===== src/rtl/osa_pkg.sv =====
// ----------------------------------------------------------------------------
// osa_pkg
// Shared types and constants of the owner-tagged slot allocator: table size,
// field widths, action codes and the controller/datapath interface structs.
// ----------------------------------------------------------------------------
package osa_pkg;

    localparam int NUM_SLOTS  = 4;
    localparam int SLOT_IDX_W = (NUM_SLOTS > 1) ? $clog2(NUM_SLOTS) : 1;

    localparam int ACTION_W   = 2;
    localparam int CHANNEL_W  = 7;
    localparam int SLOT_W     = 4;
    localparam int FREED_W    = 5;

    typedef enum logic [ACTION_W-1:0] {
        ACT_RESERVE_ANY = 2'd0,
        ACT_RESERVE_AT  = 2'd1,
        ACT_FIND        = 2'd2,
        ACT_FREE        = 2'd3
    } action_t;

    typedef struct packed {
        logic load;
        logic step;
    } osa_cmd_t;

    typedef struct packed {
        logic scan_last;
    } osa_status_t;

endpackage


===== src/rtl/osa_datapath.sv =====
// ----------------------------------------------------------------------------
// osa_datapath
// Slot table, request registers and the scan unit that visits one slot per
// cycle, claiming, matching or releasing it according to the held action.
// ----------------------------------------------------------------------------
module osa_datapath (
    input  logic                           aclk,
    input  logic                           aresetn,
    input  osa_pkg::osa_cmd_t              cmd,
    output osa_pkg::osa_status_t           status,
    input  osa_pkg::action_t               req_action,
    input  logic [osa_pkg::CHANNEL_W-1:0]  req_channel,
    input  logic [osa_pkg::SLOT_W-1:0]     req_slot_index,
    output logic                           res_success,
    output logic [osa_pkg::SLOT_W-1:0]     res_slot,
    output logic [osa_pkg::FREED_W-1:0]    res_freed
);

    osa_pkg::action_t                  act_reg;
    logic [osa_pkg::CHANNEL_W-1:0]     ch_reg;
    logic [osa_pkg::SLOT_W-1:0]        idx_reg;
    logic [osa_pkg::SLOT_IDX_W-1:0]    cnt_reg;
    logic                              found_reg;
    logic [osa_pkg::SLOT_W-1:0]        slot_reg;
    logic [osa_pkg::FREED_W-1:0]       freed_reg;
    logic [osa_pkg::NUM_SLOTS-1:0]     in_use_reg;
    logic [osa_pkg::CHANNEL_W-1:0]     owner_reg [osa_pkg::NUM_SLOTS];

    logic                              cur_in_use;
    logic                              cur_owned;
    logic [osa_pkg::SLOT_W-1:0]        cur_slot;
    logic                              do_claim;
    logic                              do_hit;
    logic                              do_release;

    always_comb begin
        cur_in_use = in_use_reg[cnt_reg];
        cur_owned  = cur_in_use && (owner_reg[cnt_reg] == ch_reg);
        cur_slot   = osa_pkg::SLOT_W'(cnt_reg);
        do_claim   = 1'b0;
        do_hit     = 1'b0;
        do_release = 1'b0;
        case (act_reg)
            osa_pkg::ACT_RESERVE_ANY: begin
                do_claim = !found_reg && !cur_in_use;
            end
            osa_pkg::ACT_RESERVE_AT: begin
                do_claim = (cur_slot == idx_reg) && !cur_in_use;
            end
            osa_pkg::ACT_FIND: begin
                do_hit = !found_reg && cur_owned;
            end
            osa_pkg::ACT_FREE: begin
                do_release = cur_owned;
            end
            default: begin
                do_hit = 1'b0;
            end
        endcase
    end

    always_ff @(posedge aclk) begin
        if (cmd.load) begin
            act_reg   <= req_action;
            ch_reg    <= req_channel;
            idx_reg   <= req_slot_index;
            found_reg <= 1'b0;
            slot_reg  <= '0;
            freed_reg <= '0;
        end else if (cmd.step) begin
            if (do_claim) begin
                owner_reg[cnt_reg] <= ch_reg;
            end
            if (do_claim || do_hit) begin
                found_reg <= 1'b1;
                slot_reg  <= cur_slot;
            end
            if (do_release) begin
                found_reg <= 1'b1;
                freed_reg <= freed_reg + osa_pkg::FREED_W'(1);
            end
        end
    end

    always_ff @(posedge aclk) begin
        if (!aresetn) begin
            cnt_reg    <= '0;
            in_use_reg <= '0;
        end else if (cmd.load) begin
            cnt_reg <= '0;
        end else if (cmd.step) begin
            cnt_reg <= cnt_reg + osa_pkg::SLOT_IDX_W'(1);
            if (do_claim) begin
                in_use_reg[cnt_reg] <= 1'b1;
            end else if (do_release) begin
                in_use_reg[cnt_reg] <= 1'b0;
            end
        end
    end

    assign status.scan_last = (cnt_reg == osa_pkg::SLOT_IDX_W'(osa_pkg::NUM_SLOTS - 1));
    assign res_success      = found_reg;
    assign res_slot         = slot_reg;
    assign res_freed        = freed_reg;

endmodule


===== src/rtl/osa_controller.sv =====
// ----------------------------------------------------------------------------
// osa_controller
// Sequencer of the allocator: takes a request, steps the datapath across the
// slot table and holds the result until the downstream side takes it.
// ----------------------------------------------------------------------------
module osa_controller (
    input  logic                  aclk,
    input  logic                  aresetn,
    input  logic                  s_tvalid,
    output logic                  s_tready,
    output logic                  m_tvalid,
    input  logic                  m_tready,
    output osa_pkg::osa_cmd_t     cmd,
    input  osa_pkg::osa_status_t  status
);

    typedef enum logic [2:0] {
        ST_IDLE = 3'b001,
        ST_SCAN = 3'b010,
        ST_OUT  = 3'b100
    } state_t;

    state_t state_reg;
    state_t state_next;

    always_comb begin
        state_next = state_reg;
        s_tready   = 1'b0;
        m_tvalid   = 1'b0;
        cmd.load   = 1'b0;
        cmd.step   = 1'b0;
        case (state_reg)
            ST_IDLE: begin
                s_tready = 1'b1;
                if (s_tvalid) begin
                    cmd.load   = 1'b1;
                    state_next = ST_SCAN;
                end
            end
            ST_SCAN: begin
                cmd.step = 1'b1;
                if (status.scan_last) begin
                    state_next = ST_OUT;
                end
            end
            ST_OUT: begin
                m_tvalid = 1'b1;
                if (m_tready) begin
                    state_next = ST_IDLE;
                end
            end
            default: begin
                state_next = ST_IDLE;
            end
        endcase
    end

    always_ff @(posedge aclk) begin
        if (!aresetn) begin
            state_reg <= ST_IDLE;
        end else begin
            state_reg <= state_next;
        end
    end

endmodule


===== src/rtl/owner_tagged_slot_allocator.sv =====
// ----------------------------------------------------------------------------
// owner_tagged_slot_allocator
// Table of buffer slots, each free or owned by a channel. Requests reserve
// the lowest free slot, reserve a named slot, find a channel's lowest slot,
// or release all slots of a channel.
// ----------------------------------------------------------------------------
//  Channel   Direction  Ports                          Contents
//  request   in         s_tvalid s_tready s_tdata      channel, slot_index
//                       s_tuser                        action
//  result    out        m_tvalid m_tready m_tdata      success, result_slot,
//                                                      freed_count
//
//  A request is taken, then the scan visits one slot per cycle across all
//  NUM_SLOTS slots, then the result is offered; no new request is taken
//  before the result of the last one is out. A new request is taken in the
//  cycle after the result transfer.
//  While m_tready is low the result holds and no request is taken.
//  Reset is synchronous and active low and marks every slot free.
// ----------------------------------------------------------------------------
module owner_tagged_slot_allocator (
    input  logic        aclk,
    input  logic        aresetn,
    input  logic        s_tvalid,
    output logic        s_tready,
    input  logic [15:0] s_tdata,   // channel[6:0], slot_index[10:7], zero fill
    input  logic [1:0]  s_tuser,   // action[1:0]
    output logic        m_tvalid,
    input  logic        m_tready,
    output logic [15:0] m_tdata    // success[0], result_slot[4:1],
                                   // freed_count[9:5], zero fill
);

    osa_pkg::osa_cmd_t                 cmd;
    osa_pkg::osa_status_t              status;
    logic                              res_success;
    logic [osa_pkg::SLOT_W-1:0]        res_slot;
    logic [osa_pkg::FREED_W-1:0]       res_freed;

    osa_controller u_ctrl (
        .aclk     (aclk),
        .aresetn  (aresetn),
        .s_tvalid (s_tvalid),
        .s_tready (s_tready),
        .m_tvalid (m_tvalid),
        .m_tready (m_tready),
        .cmd      (cmd),
        .status   (status)
    );

    osa_datapath u_dp (
        .aclk           (aclk),
        .aresetn        (aresetn),
        .cmd            (cmd),
        .status         (status),
        .req_action     (osa_pkg::action_t'(s_tuser)),
        .req_channel    (s_tdata[6:0]),
        .req_slot_index (s_tdata[10:7]),
        .res_success    (res_success),
        .res_slot       (res_slot),
        .res_freed      (res_freed)
    );

    assign m_tdata = {6'd0, res_freed, res_slot, res_success};

endmodule


===== config.mk =====
export PLATFORM = sky130hd
export DESIGN_NAME = owner_tagged_slot_allocator
export DESIGN_NICKNAME = d
export VERILOG_FILES = /design/src/rtl/osa_pkg.sv /design/src/rtl/osa_datapath.sv /design/src/rtl/osa_controller.sv /design/src/rtl/owner_tagged_slot_allocator.sv
export SDC_FILE = /design/constraint.sdc
export NUM_CORES = 1
export LEC_CHECK = 0
export BUFFER_PORTS_ARGS = -buffer_cell sky130_fd_sc_hd__buf_2
export CAP_MARGIN = 30
export CELL_PAD_IN_SITES_DETAIL_PLACEMENT = 1
export CELL_PAD_IN_SITES_GLOBAL_PLACEMENT = 2
export CORE_ASPECT_RATIO = 0.5
export CORE_UTILIZATION = 41
export DETAILED_ROUTE_END_ITERATION = 12
export GPL_TIMING_DRIVEN = 0
export PLACE_DENSITY_LB_ADDON = 0.05
export SLEW_MARGIN = 0
export SYNTH_ARGS = -nofsm -noshare
export SYNTH_HDL_FRONTEND = slang
export SYNTH_SLANG_ARGS = --single-unit
export TNS_END_PERCENT = 30

===== constraint.sdc =====
create_clock -name aclk -period 4.6 [get_ports aclk]
set_clock_uncertainty 0.05 [all_clocks]
set_input_delay 0.92 -clock aclk [delete_from_list [all_inputs] [get_ports aclk]]
set_output_delay 0.92 -clock aclk [all_outputs]
set_load 0.02 [all_outputs]

==> results of run 1 <==
-- stage by stage --
stage	total power [mW]	std cells	instance area, um2
CTS	1.300	301	3030
detailed placement	0.7292	286	2780
floorplan	0.6959	187	2559
global placement	0.7258	286	2780
global route	1.331	301	3030
finish	1.285	301	3030
-- worst min-delay path, stage by stage (launching register included) --
cell and delay [ns]:
dfxtp_1 0.31, nand2_1 0.05, mux2i_1 0.06
-- final cells by class --
class                           count  area (um2)  area share [%]
Clock buffer                       11       232.7           7.680
Tap cell                           73       91.34           3.014
Timing Repair Buffer               26       130.1           4.294
Sequential cell                    60        1612           53.18
Clock inverter                      4       17.52          0.5780
Multi-Input combinational cell    108       825.8           27.25
Buffer                             12       95.09           3.138
Inverter                            7       26.28          0.8671
-- routing by layer --
metal  track usage [%]  vias to the layer above  wire (um)
met5                 0                        -          0
met4             9.586                        0        101
met3             7.758                        9        262
met2             26.29                       36       2157
met1             22.20                      761       2406
li1                  -                      744          -
-- logic make-up (layout without fill, tap and decap cells) --
logic type      count (synthesis)  after routing  share of synthesized area, %
simple gates                   44             44                         10.08
flops                          60             60                         63.64
xor+xnor                       11             11                         3.804
buf+inv                        19             60                         4.792
fa+ha+maj                       5              5                         2.470
compound gates                 28             28                         6.917
mux                            12             12                         8.152
other cells                     1              8                        0.1481
-- layout by cell type (no fill, tap or decap), drive strengths merged, types with 4 or more instances in the layout --
cell / netlist / final
clkbuf: 0 / 11
xnor2: 4 / 4
inv: 6 / 6
o21ai: 7 / 7
buf: 12 / 38
mux4: 6 / 6
nand2: 14 / 14
dfxtp: 19 / 19
conb: 1 / 8
mux2i: 6 / 6
clkinv: 1 / 5
xor2: 7 / 7
edfxtp: 41 / 41
a21oi: 10 / 10
nor2: 8 / 8
ha: 5 / 5
-- worst paths after layout --
path	start	endpoint	slack [ns]	cells after the start
max	u_dp.cnt_reg[1]$_SDFFE_PP0N_	u_dp.owner_reg[3][2]$_DFFE_PP_	2.02	3
min reg2reg	u_dp.res_freed[4]$_SDFFE_PP0P_	u_dp.res_freed[4]$_SDFFE_PP0P_	0.42	2
max reg2reg	u_dp.cnt_reg[1]$_SDFFE_PP0N_	u_dp.owner_reg[3][2]$_DFFE_PP_	2.02	3
min	u_dp.res_freed[4]$_SDFFE_PP0P_	u_dp.res_freed[4]$_SDFFE_PP0P_	0.42	2
-- power groups by stage --
stage	logic [mW]	clock network, mW	registers, mW
after global routing	0.105	0.601	0.624
after global placement	0.0951	0	0.631
after CTS	0.0973	0.581	0.623
after floorplan	0.0694	0	0.627
final	0.0955	0.567	0.623
after detailed placement	0.0967	0	0.632
==> results.yml, run 1 <==
detailed_routing:
  drc: 0
  vias_per_cell: 5.150
  routed_wl_mm: 4.927
  firstDrtPassIters: 4
  routedWlPerCell_um: 16.37
  ant_nets: 0
  drt_iter0_markers: 61
  vias: 1550
placed_design:
  preCtsSetupSlack_ns: 2.042
  portBuffers: 26
  dp_hpwl_mm: 3.437
  gp_congestion: 0.7188
sta:
  fmax_mhz: 386.9
  finalCritPeriodShare_pct: 56.18
  slew-limit-headroom_pct: 53.52
  hold_violations: 0
  setup_ws_ns: 2.016
  setup_tns_ns: 0
  worst_pin_slew_ns: 0.6915
  min_period_ns: 2.584
  slew_viol_final: 0
  setup_viol: 0
  holdWs_ns: 0.4235
  rsz0062_at_grt: "no"
yosys:
  ys_ff_latch: 60
  synthCells: 180
  yosys-top-cells-count: "edfxtp_1, dfxtp_1, nand2_1, a21oi_1, buf_4"
  synth_seq_area_share_pct: 63.64
  syn_area_um2: 2532
  synth_ff_type: "edfxtp_1"
  synth_most_common_cell: "edfxtp_1"
  synth_cell_types: 42
  syn_area_per_cell_um2: 14.07
  netlist_top_cells_area: "edfxtp_1, dfxtp_1, mux4_1"
  ys_async_sr_fraction_pct: 0
  synth_warnings: 0
  synth_top_area_cell: "edfxtp_1"
  synth_top_area_share_pct: 48.62
  synth_edf_count: 41
clocking:
  clk-insertion-delay-late_ns: 0.33
  root_buffer: "clkbuf_16"
  clk_path_buf_depth: 2
  path_clk_slew_ns: 0.05
  cts_buffers: 9
  cts_tree: "built"
  post_cts.repair.setup_buffers: 0
  htreeDepth: 3
  clock_sinks: 60
  ctsHoldBuffers: 0
  cts_resized: 0
setup_path:
  critical_path_class: "flip-flop to flip-flop"
  path_cells: "mux4_2, nor4_2, and2_1"
  crit_fanout: 9
  slowest_delay_ns: 0.61
  slowest_stage: "nor4_2"
  critical_path_required_ns: 4.52
  path_delay_family: "simple AND/OR/NAND/NOR gates"
  cp-end-kind: "flip-flop"
  crit_arrival_ns: 2.51
  critPathBufInv: 0
  start_kind: "flip-flop"
job:
  maxCapViolCount: 0
final_layout:
  layout-drive-gt1-share_pct: 25.00
  utilization_pct: 53.11
  syn_to_final_growth_pct: 19.66
  largest_register_ff_count: 28
  diodes: 0
  nets: 251
  fill_cells: 589
pwr:
  pwr-share-clk_pct: 44.1
  swShare_pct: 22.57
  power_density_nw_per_um2: 424.1
  p_int_mw: 0.9953
  p_seq_share_pct: 48.4
  p_leak_nw: 1.163
  vdd_drop_max_v: 0.0002286
  switchingPower_mw: 0.2901
  power_frac_comb_pct: 7.4
global_routing:
  grt_usage_pct: 17.76
  grt_pass1_wl_mm: 7.907
  overflow: 0
  grt_max_degree: 17
  grt_pass1_vias: 1562
  grt_antenna_before_repair: 0
die:
  dieArea_um2: 6514
  die_w_um: 113.1
  start_util_pct: 44.39
  pin_count: 40
  core_um2: 5705
  dieHeight_um: 57.58
  fp-row-count: 19
worst_hold_path:
  hold_class: "flip-flop to flip-flop"
outcome:
  outcome: "completed"
Note: power is estimated with default switching activity, not from simulation.
==> inputs of run 2 (changes only) <==
--- a/config.mk
+++ b/config.mk
@@ -10,7 +10,7 @@
 export CELL_PAD_IN_SITES_DETAIL_PLACEMENT = 1
 export CELL_PAD_IN_SITES_GLOBAL_PLACEMENT = 2
 export CORE_ASPECT_RATIO = 0.5
-export CORE_UTILIZATION = 41
+export CORE_UTILIZATION = 38
 export DETAILED_ROUTE_END_ITERATION = 12
 export GPL_TIMING_DRIVEN = 0
 export PLACE_DENSITY_LB_ADDON = 0.05
==> constraint.sdc (replaced) <==
create_clock -name aclk -period 2.5 [get_ports aclk]
set_clock_uncertainty 0.05 [all_clocks]
set_input_delay 0.5 -clock aclk [delete_from_list [all_inputs] [get_ports aclk]]
set_output_delay 0.5 -clock aclk [all_outputs]
set_load 0.02 [all_outputs]
==> run 2 against run 1 <==
  * Combinational power is 92% higher
  * Via count is 0.84% lower
  * Cell area rose by 3.0%
  * Final cell count is 5.3% higher
  * Critical endpoint is now u_dp.res_freed[3]$_SDFFE_PP0P_
==> results.yml, run 2 (synthesized netlist as in run 1, its figures left out) <==
detailed_routing:
  drt_iter0_markers: 76
  routedWlPerCell_um: 16.54
  vias: 1537
  ant_nets: 0
  drc: 0
  routed_wl_mm: 5.242
  vias_per_cell: 4.849
  firstDrtPassIters: 4
setup_path:
  crit_fanout: 7
  start_kind: "flip-flop"
  crit_arrival_ns: 2.59
  critical_path_class: "flip-flop to flip-flop"
  cp-end-kind: "flip-flop"
  critical_path_required_ns: 2.70
clocking:
  cts_tree: "built"
  root_buffer: "clkbuf_16"
  clk-insertion-delay-late_ns: 0.33
  clk_path_buf_depth: 2
  ctsHoldBuffers: 0
  clock_sinks: 60
  path_clk_slew_ns: 0.05
  cts_buffers: 9
  htreeDepth: 3
  post_cts.repair.setup_buffers: 0
final_layout:
  syn_to_final_growth_pct: 23.27
  stdcell_count: 317
  nets: 251
  largest_register_ff_count: 28
  final_area_um2: 3122
  final_cell_mix: "edfxtp_1, buf_2, dfxtp_1"
  final_common_cell: "edfxtp_1"
  diodes: 0
  layout-drive-gt1-share_pct: 28.38
global_routing:
  grt_pass1_vias: 1538
  grt_max_degree: 17
  grt_usage_pct: 17.32
  grt_pass1_wl_mm: 8.349
  overflow: 0
  grt_antenna_before_repair: 0
sta:
  setup_viol: 0
  rsz0062_at_grt: "yes"
  slew-limit-headroom_pct: 52.06
  worst_pin_slew_ns: 0.7183
  finalCritPeriodShare_pct: 95.90
  setup_ws_ns: 0.1025
  setup_tns_ns: 0
  fmax_mhz: 417.1
  min_period_ns: 2.397
  hold_violations: 0
  slew_viol_final: 0
placed_design:
  dpl-instance-area_um2: 2799
  gp_congestion: 0.7090
  dp_hpwl_mm: 3.604
  placed_cells: 301
  portBuffers: 26
  preCtsSetupSlack_ns: -0.08571
pwr:
  p_leak_nw: 1.195
  power_density_nw_per_um2: 822.1
  vdd_drop_max_v: 0.0005774
outcome:
  outcome: "completed"
die:
  core_um2: 6256
  pin_count: 40
  start_util_pct: 40.48
  dieArea_um2: 7015
  fp-row-count: 20
  die_w_um: 117.5
  dieHeight_um: 59.73
worst_hold_path:
  hold_class: "input port to flip-flop"
job:
  maxCapViolCount: 0
## run 2: cell count changes in the layout (fill, tap and decap cells not counted)
cell | before | now
clkinv_4 | 0 | 1
clkbuf_8 | 0 | 2
clkbuf_1 | 2 | 1
nor3b_2 | 0 | 1
and2_2 | 0 | 3
bufinv_16 | 0 | 1
and2_1 | 3 | 0
nor4_4 | 0 | 1
nor4_2 | 1 | 0
clkinv_1 | 3 | 1
nor3b_1 | 3 | 2
## run 2: power breakdown
group          internal (mW)  switching, mW  leakage, nW
clock                  0.822          0.416        0.153
sequential              1.11         0.0327        0.528
combinational         0.0683          0.115        0.514
total                   2.00          0.564         1.20
## run 2: area by class of cell
cell class                 count  area (um2)
buffer                        12       95.09
clock buffer                  12       256.5
clock inverter                 4       48.80
fill                         648        3134
inverter                       7       26.28
multi-input combinational    108       843.3
sequential                    60        1612
tap                           88       110.1
timing repair buffer          26       130.1
## run 2: worst paths after layout
check	depth (start not counted)	startpoint	end	slack [ns]
max	7	flip-flop	u_dp.res_freed[3]$_SDFFE_PP0P_	0.10
min	1	s_tdata[2]	u_dp.ch_reg[2]$_DFFE_PP_	0.30
max reg2reg	7	flip-flop	u_dp.res_freed[3]$_SDFFE_PP0P_	0.10
min reg2reg	2	u_dp.res_slot[0]$_SDFFE_PP0P_	u_dp.res_slot[0]$_SDFFE_PP0P_	0.44
## run 2: what timing repair did
item                                    4_1_cts  5_1_grt
endpoints found under the hold margin         0        0
endpoints found under the setup margin       24       35
pin swaps                                     0        1
resized for setup                             3        2
## run 2: worst max-delay path: stages (launching register included)
cell	delay, ns
dfxtp_1	0.32
buf_6	0.15
mux4_1	0.60
xor2_1	0.19
nor3_4	0.24
nand4_1	0.23
or3_1	0.39
a21oi_1	0.14
## run 2: metrics by stage
| step | utilization [%] | hold slack (ns) | power, mW |
|---|---|---|---|
| after floorplan | - | 0.4432 | 1.281 |
| after global placement | 44.74 | 0.4057 | 1.337 |
| after detailed placement | 44.74 | 0.4247 | 1.344 |
| after CTS | 49.68 | 0.2840 | 2.592 |
| after global routing | 49.90 | 0.2850 | 2.661 |
| final | 49.90 | 0.2954 | 2.566 |
## run 2: metal layers
layer	global-route usage, %	vias up	routed length, um
met5	0	-	0
met1	20.82	744	2555
li1	-	745	-
met2	27.47	37	2302
met3	6.393	11	280
met4	10.44	0	104
==> inputs of run 3 (changes only) <==
--- a/config.mk
+++ b/config.mk
@@ -12,9 +12,10 @@
 export CORE_ASPECT_RATIO = 0.5
 export CORE_UTILIZATION = 38
 export DETAILED_ROUTE_END_ITERATION = 12
-export GPL_TIMING_DRIVEN = 0
+export GPL_TIMING_DRIVEN = 1
 export PLACE_DENSITY_LB_ADDON = 0.05
-export SLEW_MARGIN = 0
+export REMOVE_ABC_BUFFERS = 1
+export SLEW_MARGIN = 15
 export SYNTH_ARGS = -nofsm -noshare
 export SYNTH_HDL_FRONTEND = slang
 export SYNTH_SLANG_ARGS = --single-unit
==> run 3 against run 2 <==
  * Sequential share of layout area down 1.1 points
  * Critical path depth did not move
  * Setup slack improved by 0.035 ns
  * Clock power up 6%
  * Register-to-register slack better by 0.04 ns
  * Cell area rose by 2.2%
  * Flip-flop and latch count stayed put
  * Final cell count up 0.95%
  * Utilization up 1.1 points
  * Combinational power increased by 3%
  * Critical endpoint unchanged
==> results.yml, run 3 (synthesized netlist as in run 1, its figures left out) <==
detailed_routing:
  drc: 0
  firstDrtPassIters: 4
  drt_iter0_markers: 112
  top_layer_used: "met4"
  dr_wl_met2_mm: 2.330
  routed_wl_mm: 5.092
  vias_per_cell: 4.838
  routedWlPerCell_um: 15.91
  ant_nets: 0
  dr_wl_met3_um: 291
  vias: 1548
  wl_met1_mm: 2.423
pwr:
  pwr-share-clk_pct: 49.9
  p_leak_nw: 1.220
  power_frac_comb_pct: 7.1
  p_int_mw: 2.084
  power_density_nw_per_um2: 831.5
  vdd_drop_max_v: 0.0003770
  total_power_mw: 2.654
  p_seq_share_pct: 43.1
  swShare_pct: 21.47
  switchingPower_mw: 0.5697
setup_path:
  crit_arrival_ns: 2.57
  critical_path_class: "flip-flop to flip-flop"
  critical_path_required_ns: 2.70
  r2r_end: "u_dp.res_freed[3]$_SDFFE_PP0P_"
  rr_worst_depth: 7
  crit_fanout: 7
  worst-r2r-setup-slack_ns: 0.14
  cp-end-kind: "flip-flop"
  start_kind: "flip-flop"
  crit_path_end: "u_dp.res_freed[3]$_SDFFE_PP0P_"
placed_design:
  gp_congestion: 0.6920
  dp_hpwl_mm: 3.601
  dpl-instance-area_um2: 2867
  preCtsSetupSlack_ns: 0.1574
  placed_cells: 304
  portBuffers: 26
final_layout:
  fill_cells: 661
  layout-drive-gt1-share_pct: 28.02
  final_common_cell: "edfxtp_1"
  syn_to_final_growth_pct: 26.04
  final_cell_mix: "edfxtp_1, buf_2, dfxtp_1"
  nets: 254
  largest_register_ff_count: 28
  stdcell_count: 320
  diodes: 0
  final_area_um2: 3192
  utilization_pct: 51.02
clocking:
  clk_path_buf_depth: 2
  post_cts.repair.setup_buffers: 0
  clk-insertion-delay-late_ns: 0.33
  clock_sinks: 60
  ctsHoldBuffers: 0
  cts_buffers: 9
  root_buffer: "clkbuf_16"
  cts_resized: 0
  path_clk_slew_ns: 0.05
  htreeDepth: 3
  cts_tree: "built"
sta:
  setup_ws_ns: 0.1376
  slew_viol_final: 0
  rsz0062_at_grt: "no"
  setup_viol: 0
  min_period_ns: 2.362
  hold_violations: 0
  fmax_mhz: 423.3
  finalCritPeriodShare_pct: 94.49
  setup_tns_ns: 0
  slew-limit-headroom_pct: 63.95
  holdWs_ns: 0.2930
  worst_pin_slew_ns: 0.5271
die:
  pin_count: 40
  fp-row-count: 20
  dieArea_um2: 7015
  core_um2: 6256
  dieHeight_um: 59.73
  start_util_pct: 40.48
  die_w_um: 117.5
worst_hold_path:
  hold_class: "input port to flip-flop"
outcome:
  outcome: "completed"
global_routing:
  grt_max_degree: 14
  grt_antenna_before_repair: 0
  overflow: 0
  grt_pass1_wl_mm: 8.638
  grt_pass1_vias: 1659
  grt_usage_pct: 17.55
job:
  maxCapViolCount: 0
## run 3: routing by layer
metal	global-route usage, %	up-vias
li1	-	757
met1	21.46	747
met2	27.64	38
met3	8.206	6
met4	6.593	0
met5	0	-
## run 3: layout make-up
type                    instances  area (um2)  area share, %
clock buffers                  10       239.0          7.487
clock inverters                 6       86.33          2.705
multi-input cells             108       825.8          25.87
inverters                       7       26.28         0.8232
well taps                      88       110.1          3.450
flip-flops and latches         60        1612          50.49
repair buffers                 41       292.8          9.173
## run 3: worst min-delay path by stage
stage,from,to,slack (ns),cells past startpoint
after detailed placement,u_dp.res_freed[4]$_SDFFE_PP0P_,u_dp.res_freed[4]$_SDFFE_PP0P_,0.42,2
after CTS,s_tdata[2],u_dp.ch_reg[2]$_DFFE_PP_,0.27,1
final,s_tdata[3],u_dp.ch_reg[3]$_DFFE_PP_,0.29,1
after global routing,s_tdata[8],u_dp.idx_reg[1]$_DFFE_PP_,0.28,1
after floorplan,flip-flop,flip-flop,0.45,2
after global placement,u_dp.res_freed[4]$_SDFFE_PP0P_,u_dp.res_freed[4]$_SDFFE_PP0P_,0.41,2
## run 3: critical path, stage by stage, from the launching register on
cell and delay [ns]:
dfxtp_1 0.35, buf_12 0.14, mux4_1 0.57, xor2_1 0.19, nor3_4 0.25, nand4_1 0.21
or3_1 0.39, a21oi_1 0.14
## run 3: power groups by stage
stage	Combinational (mW)	Sequential (mW)	Clock, mW
after floorplan	0.110	1.16	0
after global placement	0.186	1.16	0
after detailed placement	0.189	1.16	0
after CTS	0.192	1.14	1.37
after global routing	0.210	1.15	1.41
final	0.188	1.14	1.32
